File: src/rtl/srd_pkg.sv
// Shared types and constants for the serial reply deframer.
package srd_pkg;

    localparam int unsigned ByteW = 8;
    localparam int unsigned KindW = 3;
    localparam int unsigned CfgIdxW = 2;

    typedef logic [ByteW-1:0] byte_t;

    // Register indexes on the configuration port
    typedef enum logic [CfgIdxW-1:0] {
        CFG_PREFIX = 2'd0,
        CFG_OP_A   = 2'd1,
        CFG_OP_B   = 2'd2
    } cfg_idx_t;

    // Result item kinds
    typedef enum logic [KindW-1:0] {
        KIND_BODY  = 3'd0,
        KIND_GOOD  = 3'd1,
        KIND_CSUM  = 3'd2,
        KIND_OPREJ = 3'd3,
        KIND_SHORT = 3'd4
    } kind_t;

    localparam byte_t PrefixReset = 8'hAA;
    localparam byte_t OpAReset    = 8'h08;
    localparam byte_t OpBReset    = 8'h01;

    typedef struct packed {
        byte_t prefix;
        byte_t op_a;
        byte_t op_b;
    } cfg_t;

    typedef struct packed {
        kind_t kind;
        byte_t opcode;
        byte_t body;
        byte_t device;
    } result_t;

endpackage

File: src/rtl/srd_cfg_regs.sv
// Configuration registers: prefix byte and the two accepted opcodes.
module srd_cfg_regs (
    input  logic                    clk,
    input  logic                    rst_n,
    input  logic                    cfg_write,
    input  logic [1:0]              cfg_index,
    input  srd_pkg::byte_t          cfg_data,
    output srd_pkg::cfg_t           cfg
);
    import srd_pkg::*;

    cfg_t cfg_reg;

    always_ff @(posedge clk or negedge rst_n)
    begin
        if (!rst_n)
        begin
            cfg_reg.prefix <= PrefixReset;
            cfg_reg.op_a   <= OpAReset;
            cfg_reg.op_b   <= OpBReset;
        end
        else if (cfg_write)
        begin
            unique case (cfg_index)
                CFG_PREFIX: cfg_reg.prefix <= cfg_data;
                CFG_OP_A:   cfg_reg.op_a   <= cfg_data;
                CFG_OP_B:   cfg_reg.op_b   <= cfg_data;
                default:    ;  // unused index, write dropped
            endcase
        end
    end

    assign cfg = cfg_reg;

endmodule

File: src/rtl/srd_fsm.sv
// Per-byte packet state machine: prefix hunt, header, body, checksum.
module srd_fsm (
    input  logic                    clk,
    input  logic                    rst_n,
    input  logic                    in_fire,
    input  srd_pkg::byte_t          rx_byte,
    input  srd_pkg::cfg_t           cfg,
    output logic                    res_valid,
    output srd_pkg::result_t        res
);
    import srd_pkg::*;

    typedef enum logic [2:0] {
        PH_HUNT1  = 3'd0,
        PH_HUNT2  = 3'd1,
        PH_OPCODE = 3'd2,
        PH_LENGTH = 3'd3,
        PH_BODY   = 3'd4,
        PH_DEVICE = 3'd5,
        PH_CHECK  = 3'd6
    } phase_t;

    phase_t phase_reg, phase_next;
    byte_t  sum_reg, sum_next;
    byte_t  opcode_reg, opcode_next;
    byte_t  left_reg, left_next;
    byte_t  device_reg, device_next;

    always_comb
    begin
        phase_next  = phase_reg;
        sum_next    = sum_reg;
        opcode_next = opcode_reg;
        left_next   = left_reg;
        device_next = device_reg;
        res_valid   = 1'b0;
        res.kind    = KIND_BODY;
        res.opcode  = opcode_reg;
        res.body    = '0;
        res.device  = '0;

        if (in_fire)
        begin
            unique case (phase_reg)
                PH_HUNT2:
                begin
                    phase_next = (rx_byte == cfg.prefix) ? PH_OPCODE : PH_HUNT1;
                end
                PH_OPCODE:
                begin
                    opcode_next = rx_byte;
                    if (rx_byte != cfg.op_a && rx_byte != cfg.op_b)
                    begin
                        phase_next = PH_HUNT1;
                        res_valid  = 1'b1;
                        res.kind   = KIND_OPREJ;
                        res.opcode = rx_byte;
                    end
                    else
                    begin
                        sum_next   = rx_byte;
                        phase_next = PH_LENGTH;
                    end
                end
                PH_LENGTH:
                begin
                    if (rx_byte < byte_t'(2))
                    begin
                        phase_next = PH_HUNT1;
                        res_valid  = 1'b1;
                        res.kind   = KIND_SHORT;
                    end
                    else
                    begin
                        sum_next   = sum_reg + rx_byte;
                        left_next  = rx_byte - byte_t'(2);
                        // length of two means no body at all
                        phase_next = (rx_byte == byte_t'(2)) ? PH_DEVICE : PH_BODY;
                    end
                end
                PH_BODY:
                begin
                    sum_next  = sum_reg + rx_byte;
                    left_next = left_reg - byte_t'(1);
                    if (left_reg == byte_t'(1))
                        phase_next = PH_DEVICE;
                    res_valid = 1'b1;
                    res.kind  = KIND_BODY;
                    res.body  = rx_byte;
                end
                PH_DEVICE:
                begin
                    sum_next    = sum_reg + rx_byte;
                    device_next = rx_byte;
                    phase_next  = PH_CHECK;
                end
                PH_CHECK:
                begin
                    phase_next = PH_HUNT1;
                    res_valid  = 1'b1;
                    if (rx_byte == sum_reg)
                    begin
                        res.kind   = KIND_GOOD;
                        res.device = device_reg;
                    end
                    else
                    begin
                        res.kind = KIND_CSUM;
                    end
                end
                default:
                begin
                    phase_next = (rx_byte == cfg.prefix) ? PH_HUNT2 : PH_HUNT1;
                end
            endcase
        end
    end

    always_ff @(posedge clk or negedge rst_n)
    begin
        if (!rst_n)
        begin
            phase_reg  <= PH_HUNT1;
            sum_reg    <= '0;
            opcode_reg <= '0;
            left_reg   <= '0;
            device_reg <= '0;
        end
        else
        begin
            phase_reg  <= phase_next;
            sum_reg    <= sum_next;
            opcode_reg <= opcode_next;
            left_reg   <= left_next;
            device_reg <= device_next;
        end
    end

    a_res_needs_byte: assert property (@(posedge clk) disable iff (!rst_n)
        res_valid |-> in_fire)
        else $error("result without an accepted byte");

    a_body_count_live: assert property (@(posedge clk) disable iff (!rst_n)
        phase_reg == PH_BODY |-> left_reg != '0)
        else $error("body phase with no bytes left");

    // checksum phase waits in place until its byte arrives
    a_good_after_device: assert property (@(posedge clk) disable iff (!rst_n)
        phase_reg == PH_CHECK |->
            ($past(phase_reg) == PH_DEVICE || $past(phase_reg) == PH_CHECK))
        else $error("checksum phase not entered from device phase");

endmodule

File: src/rtl/srd_out_skid.sv
// Result register with a one-entry skid stage toward the output channel.
module srd_out_skid (
    input  logic                    clk,
    input  logic                    rst_n,
    input  logic                    push,
    input  srd_pkg::result_t        push_data,
    input  logic                    out_stall,
    output logic                    out_valid,
    output srd_pkg::result_t        out_data,
    output logic                    full
);
    import srd_pkg::*;

    logic    out_valid_reg, out_valid_next;
    logic    skid_valid_reg, skid_valid_next;
    result_t out_data_reg, out_data_next;
    result_t skid_data_reg, skid_data_next;
    logic    pop;

    assign pop = out_valid_reg && !out_stall;

    always_comb
    begin
        out_valid_next  = out_valid_reg;
        skid_valid_next = skid_valid_reg;
        out_data_next   = out_data_reg;
        skid_data_next  = skid_data_reg;
        if (skid_valid_reg)
        begin
            // input side is stalled here, so no push to handle
            if (pop)
            begin
                out_data_next   = skid_data_reg;
                skid_valid_next = 1'b0;
            end
        end
        else if (push)
        begin
            if (!out_valid_reg || pop)
            begin
                out_data_next  = push_data;
                out_valid_next = 1'b1;
            end
            else
            begin
                skid_data_next  = push_data;
                skid_valid_next = 1'b1;
            end
        end
        else if (pop)
        begin
            out_valid_next = 1'b0;
        end
    end

    always_ff @(posedge clk or negedge rst_n)
    begin
        if (!rst_n)
        begin
            out_valid_reg  <= 1'b0;
            skid_valid_reg <= 1'b0;
        end
        else
        begin
            out_valid_reg  <= out_valid_next;
            skid_valid_reg <= skid_valid_next;
        end
    end

    always_ff @(posedge clk)
    begin
        out_data_reg  <= out_data_next;
        skid_data_reg <= skid_data_next;
    end

    assign out_valid = out_valid_reg;
    assign out_data  = out_data_reg;
    assign full      = skid_valid_reg;

    a_skid_behind_out: assert property (@(posedge clk) disable iff (!rst_n)
        skid_valid_reg |-> out_valid_reg)
        else $error("skid entry held with empty output register");

    a_no_push_when_full: assert property (@(posedge clk) disable iff (!rst_n)
        push |-> !skid_valid_reg)
        else $error("result pushed into a full skid stage");

    a_skid_drains: assert property (@(posedge clk) disable iff (!rst_n)
        skid_valid_reg && pop |=> !skid_valid_reg && out_valid_reg)
        else $error("skid entry lost on drain");

endmodule

File: src/rtl/serial_reply_deframer.sv
// Serial reply deframer top level: config registers, packet FSM, output skid.
//
//  channel   signals                                           direction
//  input     in_valid, in_stall, rx_byte                       bytes in
//  output    out_valid, out_stall, item_kind, packet_opcode,   results out
//            body_byte, device_number
//  config    cfg_write, cfg_index, cfg_data                    writes in
//
// One byte per cycle is taken while in_stall is low; the FSM updates its state
// and forms at most one result, registered at the same edge that takes the byte.
// A two-entry output (register plus skid) absorbs one more result while the
// output stalls; in_stall rises only when the skid entry is occupied.
// rst_n clears the phase to prefix hunt and restores register defaults.
module serial_reply_deframer (
    input  logic                    clk,
    input  logic                    rst_n,
    input  logic                    in_valid,
    output logic                    in_stall,
    input  logic [7:0]              rx_byte,
    output logic                    out_valid,
    input  logic                    out_stall,
    output logic [2:0]              item_kind,
    output logic [7:0]              packet_opcode,
    output logic [7:0]              body_byte,
    output logic [7:0]              device_number,
    input  logic                    cfg_write,
    input  logic [1:0]              cfg_index,
    input  logic [7:0]              cfg_data
);
    import srd_pkg::*;

    cfg_t    cfg;
    logic    in_fire;
    logic    res_valid;
    result_t res;
    result_t out_data;
    logic    full;

    assign in_stall = full;
    assign in_fire  = in_valid && !full;

    srd_cfg_regs u_cfg (
        .clk       (clk),
        .rst_n     (rst_n),
        .cfg_write (cfg_write),
        .cfg_index (cfg_index),
        .cfg_data  (cfg_data),
        .cfg       (cfg)
    );

    srd_fsm u_fsm (
        .clk       (clk),
        .rst_n     (rst_n),
        .in_fire   (in_fire),
        .rx_byte   (rx_byte),
        .cfg       (cfg),
        .res_valid (res_valid),
        .res       (res)
    );

    srd_out_skid u_out (
        .clk       (clk),
        .rst_n     (rst_n),
        .push      (res_valid),
        .push_data (res),
        .out_stall (out_stall),
        .out_valid (out_valid),
        .out_data  (out_data),
        .full      (full)
    );

    assign item_kind     = out_data.kind;
    assign packet_opcode = out_data.opcode;
    assign body_byte     = out_data.body;
    assign device_number = out_data.device;

endmodule
File: config.mk
export PLATFORM = sky130hd
export DESIGN_NAME = serial_reply_deframer
export DESIGN_NICKNAME = d
export VERILOG_FILES = /design/src/rtl/srd_pkg.sv /design/src/rtl/srd_cfg_regs.sv /design/src/rtl/srd_fsm.sv /design/src/rtl/srd_out_skid.sv /design/src/rtl/serial_reply_deframer.sv
export SDC_FILE = /design/constraint.sdc
export NUM_CORES = 1
export LEC_CHECK = 0
export ABC_AREA = 1
export BUFFER_PORTS_ARGS = -buffer_cell sky130_fd_sc_hd__buf_2
export CORE_MARGIN = 10
export CORE_UTILIZATION = 50
export CTS_BUF_LIST = sky130_fd_sc_hd__clkbuf_8
export CTS_CLUSTER_SIZE = 10
export DETAILED_ROUTE_END_ITERATION = 16
export PLACE_DENSITY = 0.69
export SKIP_LAST_GASP = 1
export SLEW_MARGIN = 10
export SYNTH_ARGS = -nofsm -noshare
export SYNTH_HDL_FRONTEND = slang
export SYNTH_SLANG_ARGS = --single-unit
File: constraint.sdc
create_clock -name clk -period 3.2 [get_ports clk]
set_input_delay 0.64 -clock clk [delete_from_list [all_inputs] [get_ports clk]]
set_output_delay 0.64 -clock clk [all_outputs]
set_load 0.02 [all_outputs]
==> results.cfg, run 1 <==
[pwr]
max-vdd-ir-drop_uv = 416
total_leakage_power_uw = 0.00299
design_power_total_uw = 5160
power_density_nw_per_um2 = 786

[grt]
grt_start_max_net_pins = 35
grt_first_pass_wirelength_um = 21700
first_global_vias = 4367
grt_usage_pct = 16.6
gr-total-overflow = 0
top_usage_layer = met2
global_route.usage.met1_pct = 21.0
grt_util_met2_pct = 26.1
grt_antenna_before_repair = 0
groute.layer.met3.usage_pct = 5.05

[floorplanning]
io_pins = 52
dieArea_sq_um = 16200
design.core.area_sq_um = 11300
fp.dieH_um = 127
floorplan.initialDensity_pct = 50.8
std_cell_rows = 39
die_w_um = 127

[clocking]
post-cts-setup-buffer-count = 0
post_cts_clock_slew_at_the_launch_and_capture_registers_of_the_worst_setup_and_hold_paths_ns = 0.07
htreeDepth = 4
cts_hold_buf = 0
cts_root_buffer_type = sky130_fd_sc_hd__clkbuf_8
clk-insertion-delay-late_ns = 0.45
clock_sink_count = 115
cts_inserted_buffers = 17
clock_path_buffers = 2
postCtsResizedCells = 0
cts_tree = yes

[synth]
synth_top_flop_cell = sky130_fd_sc_hd__dfrtp_1
share_of_async_settable_or_async_resettable_flops_after_synthesis_pct = 53.0
yosys.area.top_type = sky130_fd_sc_hd__edfxtp_1
yosys_warnings = 0
yosysUniqueCellTypes = 41
synth_seq_area_share_pct = 54.9
synthesis.nets = 674
ys_ff_latch = 115
synthesis.area_sq_um = 5750
syn_avg_cell_area_sq_um = 8.99
synth_enable_flop_cells = 54
netlist.area_leader.share_pct = 28.2
netlist_top_cells_area = sky130_fd_sc_hd__edfxtp_1, sky130_fd_sc_hd__dfrtp_1, sky130_fd_sc_hd__nand2_1
postSynthCellCount = 640

[layout]
drive_gt1_share_pct = 19.3
layout.filler_cells = 1017
antenna_cells_inserted = 0
layout_nets = 725
final_cell_mix = sky130_fd_sc_hd__nand2_1, sky130_fd_sc_hd__dfrtp_1, sky130_fd_sc_hd__edfxtp_1
total_area_of_multi_input_combinational_cells_sq_um = 2240
finalInstanceArea_sq_um = 6560
layout.area.seq_sq_um = 3160
commonest_non_fill_non_tap_cell_in_the_layout = sky130_fd_sc_hd__nand2_1
synthToLayoutAreaGrowth_pct = 14.0
fin_util_pct = 57.9

[placement]
buffer_ports.inserted = 51
place_area_sq_um = 6120
dpl.hpwl_um = 9610
gpl.final_weighted_congestion = 0.862

[routing]
post_detailed_route_via_to_cell_ratio = 5.33
drt-total-wl_um = 13200
wl_per_cell_um = 15.6
drc = 0
dr_total_vias = 4518
route.antenna.remaining_nets = 0
drt-pass1-iter-count = 6
drt_iter0_markers = 378

[setup_path]
timing.reg2reg.worst_path_depth = 9
cp.required_ns = 3.31
ff2ff_setup_slack_ns = 0.86
crit_path_end_kind = flip-flop
setup.worst_path.start_class = flip-flop
cp_data_arrival_time_ns = 2.45
critical_path_peak_fanout = 27
critical_path_class = reg -> reg

[timing]
min_period_ns = 2.34
grt_setup_unrepaired = no
achievable-frequency_ghz = 0.427
final.period_utilization_pct = 73.1
hold_viol_final = 0
worstMarginPinSlew_ns = 0.702
finalMaxSlewViolations = 0
max_slew_margin_pct = 53.2
timing.setup.tns_ns = 0
setup-violations-final = 0
clock-skew-final_ns = 0.00903

[min_path]
min-delay-path-class = in -> async

[run_status]
outcome = complete, no violations

[job]
cap_viol_max_count = 0
-- worst paths after layout --
check | start | end
min in group clk | cfg_data[7] | u_cfg.cfg[23]
worst min-delay path | rst_n | u_fsm.sum_reg[6]
worst min register to register | u_fsm.sum_reg[0] | u_fsm.sum_reg[0]
max in group asynchronous | rst_n | u_cfg.cfg[19]
worst max register to register | u_cfg.cfg[11] | u_out.out_data[18]
worst max-delay path | u_cfg.cfg[11] | u_out.out_data[18]
-- power by group --
group	switching [uW]	internal, uW
clock network	612	865
logic	1030	544
registers	183	1920
total	1830	3330
-- final cells by class --
class                      count  share of cell area, %
inverter                      55                   3.23
clock buffer                  18                   3.78
timing repair buffer          59                   5.00
multi-input combinational    443                   34.2
clock inverter                14                   2.88
sequential                   115                   48.1
tap                          143                   2.73
-- cells by family after synthesis --
group           share of synthesized area (%)
simple gates                             22.2
flops                                    54.9
compound gates                           10.4
buf+inv                                  6.22
xor+xnor                                 3.81
fa+ha+maj                                2.52
-- metrics by stage --
stage          instances  worst slack [ns]  hold WS [ns]
2_1_floorplan        640            0.0817         0.344
3_3_place_gp         815             0.536         0.470
3_5_place_dp         815             0.460         0.486
4_1_cts              847             0.852         0.243
5_1_grt              847             0.670         0.286
6_report             847             0.859         0.237
-- synth_stat cells (2+ instances only) --
| master | instances |
|---|---|
| sky130_fd_sc_hd__ha_1 | 10 |
| sky130_fd_sc_hd__nor2_2 | 3 |
| sky130_fd_sc_hd__edfxtp_1 | 54 |
| sky130_fd_sc_hd__o21ai_1 | 20 |
| sky130_fd_sc_hd__inv_4 | 2 |
| sky130_fd_sc_hd__a21oi_1 | 21 |
| sky130_fd_sc_hd__clkbuf_1 | 8 |
| sky130_fd_sc_hd__nor3_1 | 9 |
| sky130_fd_sc_hd__nand3_2 | 4 |
| sky130_fd_sc_hd__nand2_2 | 3 |
| sky130_fd_sc_hd__a21o_1 | 8 |
| sky130_fd_sc_hd__buf_2 | 12 |
| sky130_fd_sc_hd__o21a_1 | 2 |
| sky130_fd_sc_hd__o21ai_2 | 3 |
| sky130_fd_sc_hd__inv_2 | 17 |
| sky130_fd_sc_hd__o22ai_1 | 2 |
| sky130_fd_sc_hd__nor2_1 | 46 |
| sky130_fd_sc_hd__xor2_1 | 4 |
| sky130_fd_sc_hd__nand4_1 | 10 |
| sky130_fd_sc_hd__dfstp_2 | 6 |
| sky130_fd_sc_hd__xnor2_1 | 21 |
| sky130_fd_sc_hd__nor3_2 | 2 |
| sky130_fd_sc_hd__a31oi_1 | 2 |
| sky130_fd_sc_hd__nand3b_1 | 2 |
| sky130_fd_sc_hd__buf_4 | 6 |
| sky130_fd_sc_hd__inv_1 | 35 |
| sky130_fd_sc_hd__nand2_1 | 195 |
| sky130_fd_sc_hd__nand3_1 | 22 |
| sky130_fd_sc_hd__o21ai_0 | 45 |
| sky130_fd_sc_hd__dfrtp_1 | 55 |
-- routing by layer --
layer,vias up,part of all wire [%]
met2,164,47
met3,26,6.6
met1,2110,44
met5,-,0
met4,0,2.0
li1,2218,-
-- worst max-delay path: stages (launching register included) --
cell,delay [ns]
sky130_fd_sc_hd__dfstp_2,0.55
sky130_fd_sc_hd__xnor2_1,0.06
sky130_fd_sc_hd__nand2_1,0.06
sky130_fd_sc_hd__nor2_1,0.04
sky130_fd_sc_hd__nand2_1,0.28
sky130_fd_sc_hd__nand3_2,0.27
sky130_fd_sc_hd__nand2_1,0.12
sky130_fd_sc_hd__nand2_1,0.12
sky130_fd_sc_hd__a21oi_2,0.16
sky130_fd_sc_hd__buf_4,0.33
No activity file was read; power rests on OpenSTA's default activity.
==> run 2: changes to the inputs <==
--- a/config.mk
+++ b/config.mk
@@ -12,7 +12,7 @@
 export CTS_BUF_LIST = sky130_fd_sc_hd__clkbuf_8
 export CTS_CLUSTER_SIZE = 10
 export DETAILED_ROUTE_END_ITERATION = 16
-export PLACE_DENSITY = 0.69
+export PLACE_DENSITY = 0.72
 export SKIP_LAST_GASP = 1
 export SLEW_MARGIN = 10
 export SYNTH_ARGS = -nofsm -noshare
==> constraint.sdc (replaced) <==
create_clock -name clk -period 1.98 [get_ports clk]
set_input_delay 0.396 -clock clk [delete_from_list [all_inputs] [get_ports clk]]
set_output_delay 0.396 -clock clk [all_outputs]
set_load 0.02 [all_outputs]
==> results.cfg, run 2 (synthesized netlist as in run 1, its figures left out) <==
[layout]
commonest_non_fill_non_tap_cell_in_the_layout = sky130_fd_sc_hd__nand2_1
layout.cells.non_filler = 893
drive_gt1_share_pct = 26.3
synthToLayoutAreaGrowth_pct = 24.8
final_cell_mix = sky130_fd_sc_hd__nand2_1, sky130_fd_sc_hd__dfrtp_1, sky130_fd_sc_hd__edfxtp_1
layout_nets = 771
fin_util_pct = 63.4
antenna_cells_inserted = 0

[pwr]
comb_power_share_pct = 33.8
total_leakage_power_uw = 0.00326
internal-power_uw = 5760
power_density_nw_per_um2 = 1240
max-vdd-ir-drop_uv = 687
clkPwrFrac_pct = 27.8
seqPwrFrac_pct = 38.4
switching_share_pct = 35.1
power.switching_uw = 3120

[clocking]
clock_sink_count = 115
cts_tree = yes
clock_path_buffers = 2
clk-insertion-delay-late_ns = 0.44
cts_root_buffer_type = sky130_fd_sc_hd__clkbuf_8
htreeDepth = 4
cts_inserted_buffers = 17
post_cts_clock_slew_at_the_launch_and_capture_registers_of_the_worst_setup_and_hold_paths_ns = 0.07

[timing]
finalMaxSlewViolations = 0
finalHoldWorstSlack_ns = 0.223
achievable-frequency_ghz = 0.518
min_period_ns = 1.93
clock-skew-final_ns = 0.00995
hold_viol_final = 0
max_slew_margin_pct = 63.6
setup-violations-final = 0
grt_setup_unrepaired = yes
final_critical_path_setup_slack_ns = 0.0478
final.period_utilization_pct = 97.6
worstMarginPinSlew_ns = 0.542

[grt]
first_global_vias = 4621
grt_usage_pct = 17.3
grt_antenna_before_repair = 0
grt_start_max_net_pins = 62
grt_first_pass_wirelength_um = 22700
gr-total-overflow = 0

[min_path]
hp-start = cfg_data[0]
min-delay-path-class = in -> reg
hold-path-cell-count = 3
worst_hold_path.endpoint = u_cfg.cfg[0]

[routing]
post_detailed_route_via_to_cell_ratio = 5.29
dr_total_vias = 4721
drt-total-wl_um = 14200
wl_per_cell_um = 15.9
drt-pass1-iter-count = 5
drt_iter0_markers = 438
drc = 0
route.antenna.remaining_nets = 0

[floorplanning]
fp.dieH_um = 127
die_w_um = 127
dieArea_sq_um = 16200
design.core.area_sq_um = 11300
floorplan.initialDensity_pct = 50.8
io_pins = 52
std_cell_rows = 39

[setup_path]
crit_path_end_kind = flip-flop
timing.reg2reg.worst_path_depth = 11
crit_family = flip-flops
critical_path_peak_fanout = 7
timing.rr.start = u_cfg.cfg[0]
cp_data_arrival_time_ns = 2.09
crit_path_frequent_cell = sky130_fd_sc_hd__nand2_1
cp_cell_sequence = inv_2, nand2_1, nand2_1, nand2_1, nor2_1, nand2_1, nand3_2, nand2_2, nand2_4, a21oi_4, clkbuf_16
ff2ff_setup_slack_ns = 0.05
critical_path_class = reg -> reg
critical_path.reg2reg.endpoint = u_out.out_data[8]
highest_cell_delay_on_the_worst_timing_path_ns = 0.57
setup.worst_path.start_class = flip-flop
setup.worst_path.start = u_cfg.cfg[0]
critical_path.n_buffers_inverters = 2
cp.required_ns = 2.14
timing.critical_path.slowest_stage_cell = sky130_fd_sc_hd__dfstp_2

[run_status]
outcome = complete, no violations

[placement]
dpl.hpwl_um = 10100
place_worst_setup_slack_ns = -0.258
gpl.final_weighted_congestion = 0.901
numPlacedInstances = 856
buffer_ports.inserted = 51

[job]
cap_viol_max_count = 0
run 2: cell types whose count changed in the layout (fill, tap and decap cells not counted), moves of 4 or more:
cell / delta
sky130_fd_sc_hd__buf_12: +5
sky130_fd_sc_hd__ha_4: +5
sky130_fd_sc_hd__buf_4: +37
sky130_fd_sc_hd__o21ai_0: -7
sky130_fd_sc_hd__nand2_1: -5
sky130_fd_sc_hd__o21ai_1: +7
sky130_fd_sc_hd__nor2_4: +4
sky130_fd_sc_hd__ha_1: -5
run 2: power groups by stage:
stage / Clock, uW / Sequential [uW] / Combinational, uW
CTS: 2520 / 3380 / 2760
floorplan: 0 / 3500 / 1820
global placement: 0 / 3400 / 2610
detailed placement: 0 / 3430 / 2740
finish: 2470 / 3410 / 3000
global route: 2640 / 3460 / 3340
run 2: how the worst max path moves through the flow:
stage                               to  slack [ns]  cells after the start
finish               u_out.out_data[8]        0.05                     11
global route        u_out.out_data[25]       -0.04                     10
CTS                  u_out.out_data[0]        0.01                      8
detailed placement   u_out.out_data[0]       -0.26                      9
floorplan            u_out.out_data[0]       -0.23                     10
global placement     u_out.out_data[4]       -0.13                      9
run 2: final cells by class:
cell class,instances,area [sq um]
fill,914,4150
sequential,115,3160
multi-input combinational,443,2400
timing repair buffer,105,763
clock buffer,17,234
inverter,55,226
clock inverter,15,214
tap,143,179
run 2: layer usage:
metal | wire length, um | global-route usage, % | part of all wire [%]
met5 | 0 | 0 | 0
met4 | 212 | 6.36 | 1.5
met3 | 726 | 4.55 | 5.1
met2 | 6780 | 27.7 | 48
met1 | 6480 | 22.0 | 46
run 2: stage by stage:
stage / area (sq um) / TNS [ns] / power [uW]
2_1_floorplan: 5830 / -9.91 / 5320
3_3_place_gp: 6540 / -2.91 / 6020
3_5_place_dp: 6540 / -7.67 / 6170
4_1_cts: 7000 / 0 / 8660
5_1_grt: 7180 / -0.331 / 9440
6_report: 7180 / 0 / 8880
run 2: repair_timing:
item | CTS | global route
endpoints found under the hold margin | 55 | 0
endpoints found under the setup margin | 13 | 47
hold buffers | 1 | 0
gates cloned | 0 | 3
buffers inserted | 0 | 1
resized for setup | 1 | 29
pin swaps | 0 | 5
run 2: worst register-to-register path, cell delays in order (launching register included):
cell                        delay (ns)
sky130_fd_sc_hd__dfstp_2          0.57
sky130_fd_sc_hd__inv_2            0.03
sky130_fd_sc_hd__nand2_1          0.05
sky130_fd_sc_hd__nand2_1          0.05
sky130_fd_sc_hd__nand2_1          0.06
sky130_fd_sc_hd__nor2_1           0.04
sky130_fd_sc_hd__nand2_1          0.09
sky130_fd_sc_hd__nand3_2          0.10
sky130_fd_sc_hd__nand2_2          0.10
sky130_fd_sc_hd__nand2_4          0.08
sky130_fd_sc_hd__a21oi_4          0.29
sky130_fd_sc_hd__clkbuf_16        0.21
==> run 3: changes to the inputs <==
--- a/config.mk
+++ b/config.mk
@@ -8,11 +8,12 @@
 export ABC_AREA = 1
 export BUFFER_PORTS_ARGS = -buffer_cell sky130_fd_sc_hd__buf_2
 export CORE_MARGIN = 10
-export CORE_UTILIZATION = 50
+export CORE_UTILIZATION = 46
 export CTS_BUF_LIST = sky130_fd_sc_hd__clkbuf_8
+export CTS_CLUSTER_DIAMETER = 150
 export CTS_CLUSTER_SIZE = 10
 export DETAILED_ROUTE_END_ITERATION = 16
-export PLACE_DENSITY = 0.72
+export PLACE_DENSITY = 0.67
 export SKIP_LAST_GASP = 1
 export SLEW_MARGIN = 10
 export SYNTH_ARGS = -nofsm -noshare
==> results.cfg, run 3 (synthesized netlist as in run 1, its figures left out) <==
[run_status]
outcome = complete, no violations

[setup_path]
critical_path_class = reg -> reg
critical_path.reg2reg.endpoint = u_out.out_data[2]
cp.required_ns = 2.10
timing.rr.start = u_cfg.cfg[0]
critical_path_peak_fanout = 27
cp_data_arrival_time_ns = 2.01
crit_path_end_kind = flip-flop
timing.reg2reg.worst_path_depth = 11
timing.critical_path.to = u_out.out_data[2]
ff2ff_setup_slack_ns = 0.09
setup.worst_path.start_class = flip-flop
setup.worst_path.start = u_cfg.cfg[0]

[timing]
min_period_ns = 1.89
setup-violations-final = 0
finalMaxSlewViolations = 0
hold_viol_final = 0
worstMarginPinSlew_ns = 0.500
grt_setup_unrepaired = yes
clock-skew-final_ns = 0.0126
final_critical_path_setup_slack_ns = 0.0908
final.period_utilization_pct = 95.4
achievable-frequency_ghz = 0.529
max_slew_margin_pct = 66.6
timing.setup.tns_ns = 0

[clocking]
clock_sink_count = 115
cts_inserted_buffers = 17
clock_path_buffers = 2
cts_root_buffer_type = sky130_fd_sc_hd__clkbuf_8
clk-insertion-delay-late_ns = 0.43
post-cts-setup-buffer-count = 0
htreeDepth = 4
post_cts_clock_slew_at_the_launch_and_capture_registers_of_the_worst_setup_and_hold_paths_ns = 0.06
cts_tree = yes

[layout]
layout_nets = 768
layout.filler_cells = 1086
final_cell_mix = sky130_fd_sc_hd__nand2_1, sky130_fd_sc_hd__dfrtp_1, sky130_fd_sc_hd__edfxtp_1
synthToLayoutAreaGrowth_pct = 21.1
drive_gt1_share_pct = 24.1
commonest_non_fill_non_tap_cell_in_the_layout = sky130_fd_sc_hd__nand2_1
antenna_cells_inserted = 0

[grt]
grt_start_max_net_pins = 32
grt_first_pass_wirelength_um = 22600
gr-total-overflow = 0
grt_usage_pct = 15.9
first_global_vias = 4523
grt_antenna_before_repair = 0

[routing]
wl_per_cell_um = 14.9
drt_iter0_markers = 311
drt-pass1-iter-count = 5
route.antenna.remaining_nets = 0
dr_total_vias = 4608
drc = 0
drt-total-wl_um = 13600
post_detailed_route_via_to_cell_ratio = 5.04

[floorplanning]
fp.dieH_um = 132
floorplan.initialDensity_pct = 47.5
die_w_um = 132
io_pins = 52
dieArea_sq_um = 17400
design.core.area_sq_um = 12100
std_cell_rows = 40

[placement]
place_worst_setup_slack_ns = -0.116
buffer_ports.inserted = 51
gpl.final_weighted_congestion = 0.915
dpl.hpwl_um = 10100

[job]
cap_viol_max_count = 0

[pwr]
total_leakage_power_uw = 0.00320
power_density_nw_per_um2 = 1180
max-vdd-ir-drop_uv = 624

[min_path]
min-delay-path-class = in -> reg
## run 3: worst min-delay path by stage
stage	startpoint	end	slack [ns]	cells past startpoint
CTS	cfg_data[5]	u_cfg.cfg[21]	0.20	3
finish	cfg_data[5]	u_cfg.cfg[21]	0.22	3
global route	cfg_data[0]	u_cfg.cfg[0]	0.22	3
detailed placement	rst_n	u_fsm.sum_reg[5]	0.46	2
global placement	rst_n	u_fsm.sum_reg[5]	0.46	2
floorplan	rst_n	u_cfg.cfg[10]	0.10	0
## run 3: final cells by class
cell class	instances	area (sq um)	share of cell area [%]
inverter	55	226	3.25
clock inverter	13	119	1.71
clock buffer	19	262	3.76
multi-input combinational	443	2300	33.0
timing repair buffer	102	692	9.94
tap	168	210	3.02
sequential	115	3160	45.3
## run 3: power breakdown
part           switching (uW)  internal, uW  total [uW]
sequential                278          3100        3380
clock                     924          1160        2080
combinational            1700          1030        2730
total                    2900          5280        8190
## run 3: metrics by stage
stage / std cells / util (%) / total power (uW) / hold WS [ns] / instance area (sq um)
after global placement: 881 / 54.0 / 6020 / 0.456 / 6540
after floorplan: 640 / - / 5320 / 0.100 / 5830
final: 915 / 57.5 / 8190 / 0.220 / 6960
after CTS: 914 / 57.3 / 8240 / 0.196 / 6940
after detailed placement: 881 / 54.0 / 6120 / 0.457 / 6540
after global routing: 915 / 57.5 / 8790 / 0.223 / 6960
## run 3: repair_timing
item,4_1_cts,5_1_grt
resized for setup,1,5
endpoints found under the setup margin,1,28
hold buffers,1,0
gates cloned,0,1
endpoints found under the hold margin,45,0
## run 3: per-layer routing
metal	routed length (um)	track usage, %
met5	0	0
met4	192	4.94
met3	713	5.34
met2	6230	24.4
met1	6460	20.6
## run 3: worst max-delay path, cell delays in order, from the launching register on
cell and delay, ns:
sky130_fd_sc_hd__dfstp_2 0.56, sky130_fd_sc_hd__inv_1 0.04, sky130_fd_sc_hd__nand2_1 0.05, sky130_fd_sc_hd__nand2_1 0.04, sky130_fd_sc_hd__nand2_1 0.06, sky130_fd_sc_hd__nor2_1 0.04, sky130_fd_sc_hd__nand2_1 0.09, sky130_fd_sc_hd__nand3_2 0.09
sky130_fd_sc_hd__nand2_1 0.10, sky130_fd_sc_hd__nand2_2 0.11, sky130_fd_sc_hd__a21oi_4 0.19, sky130_fd_sc_hd__buf_12 0.20
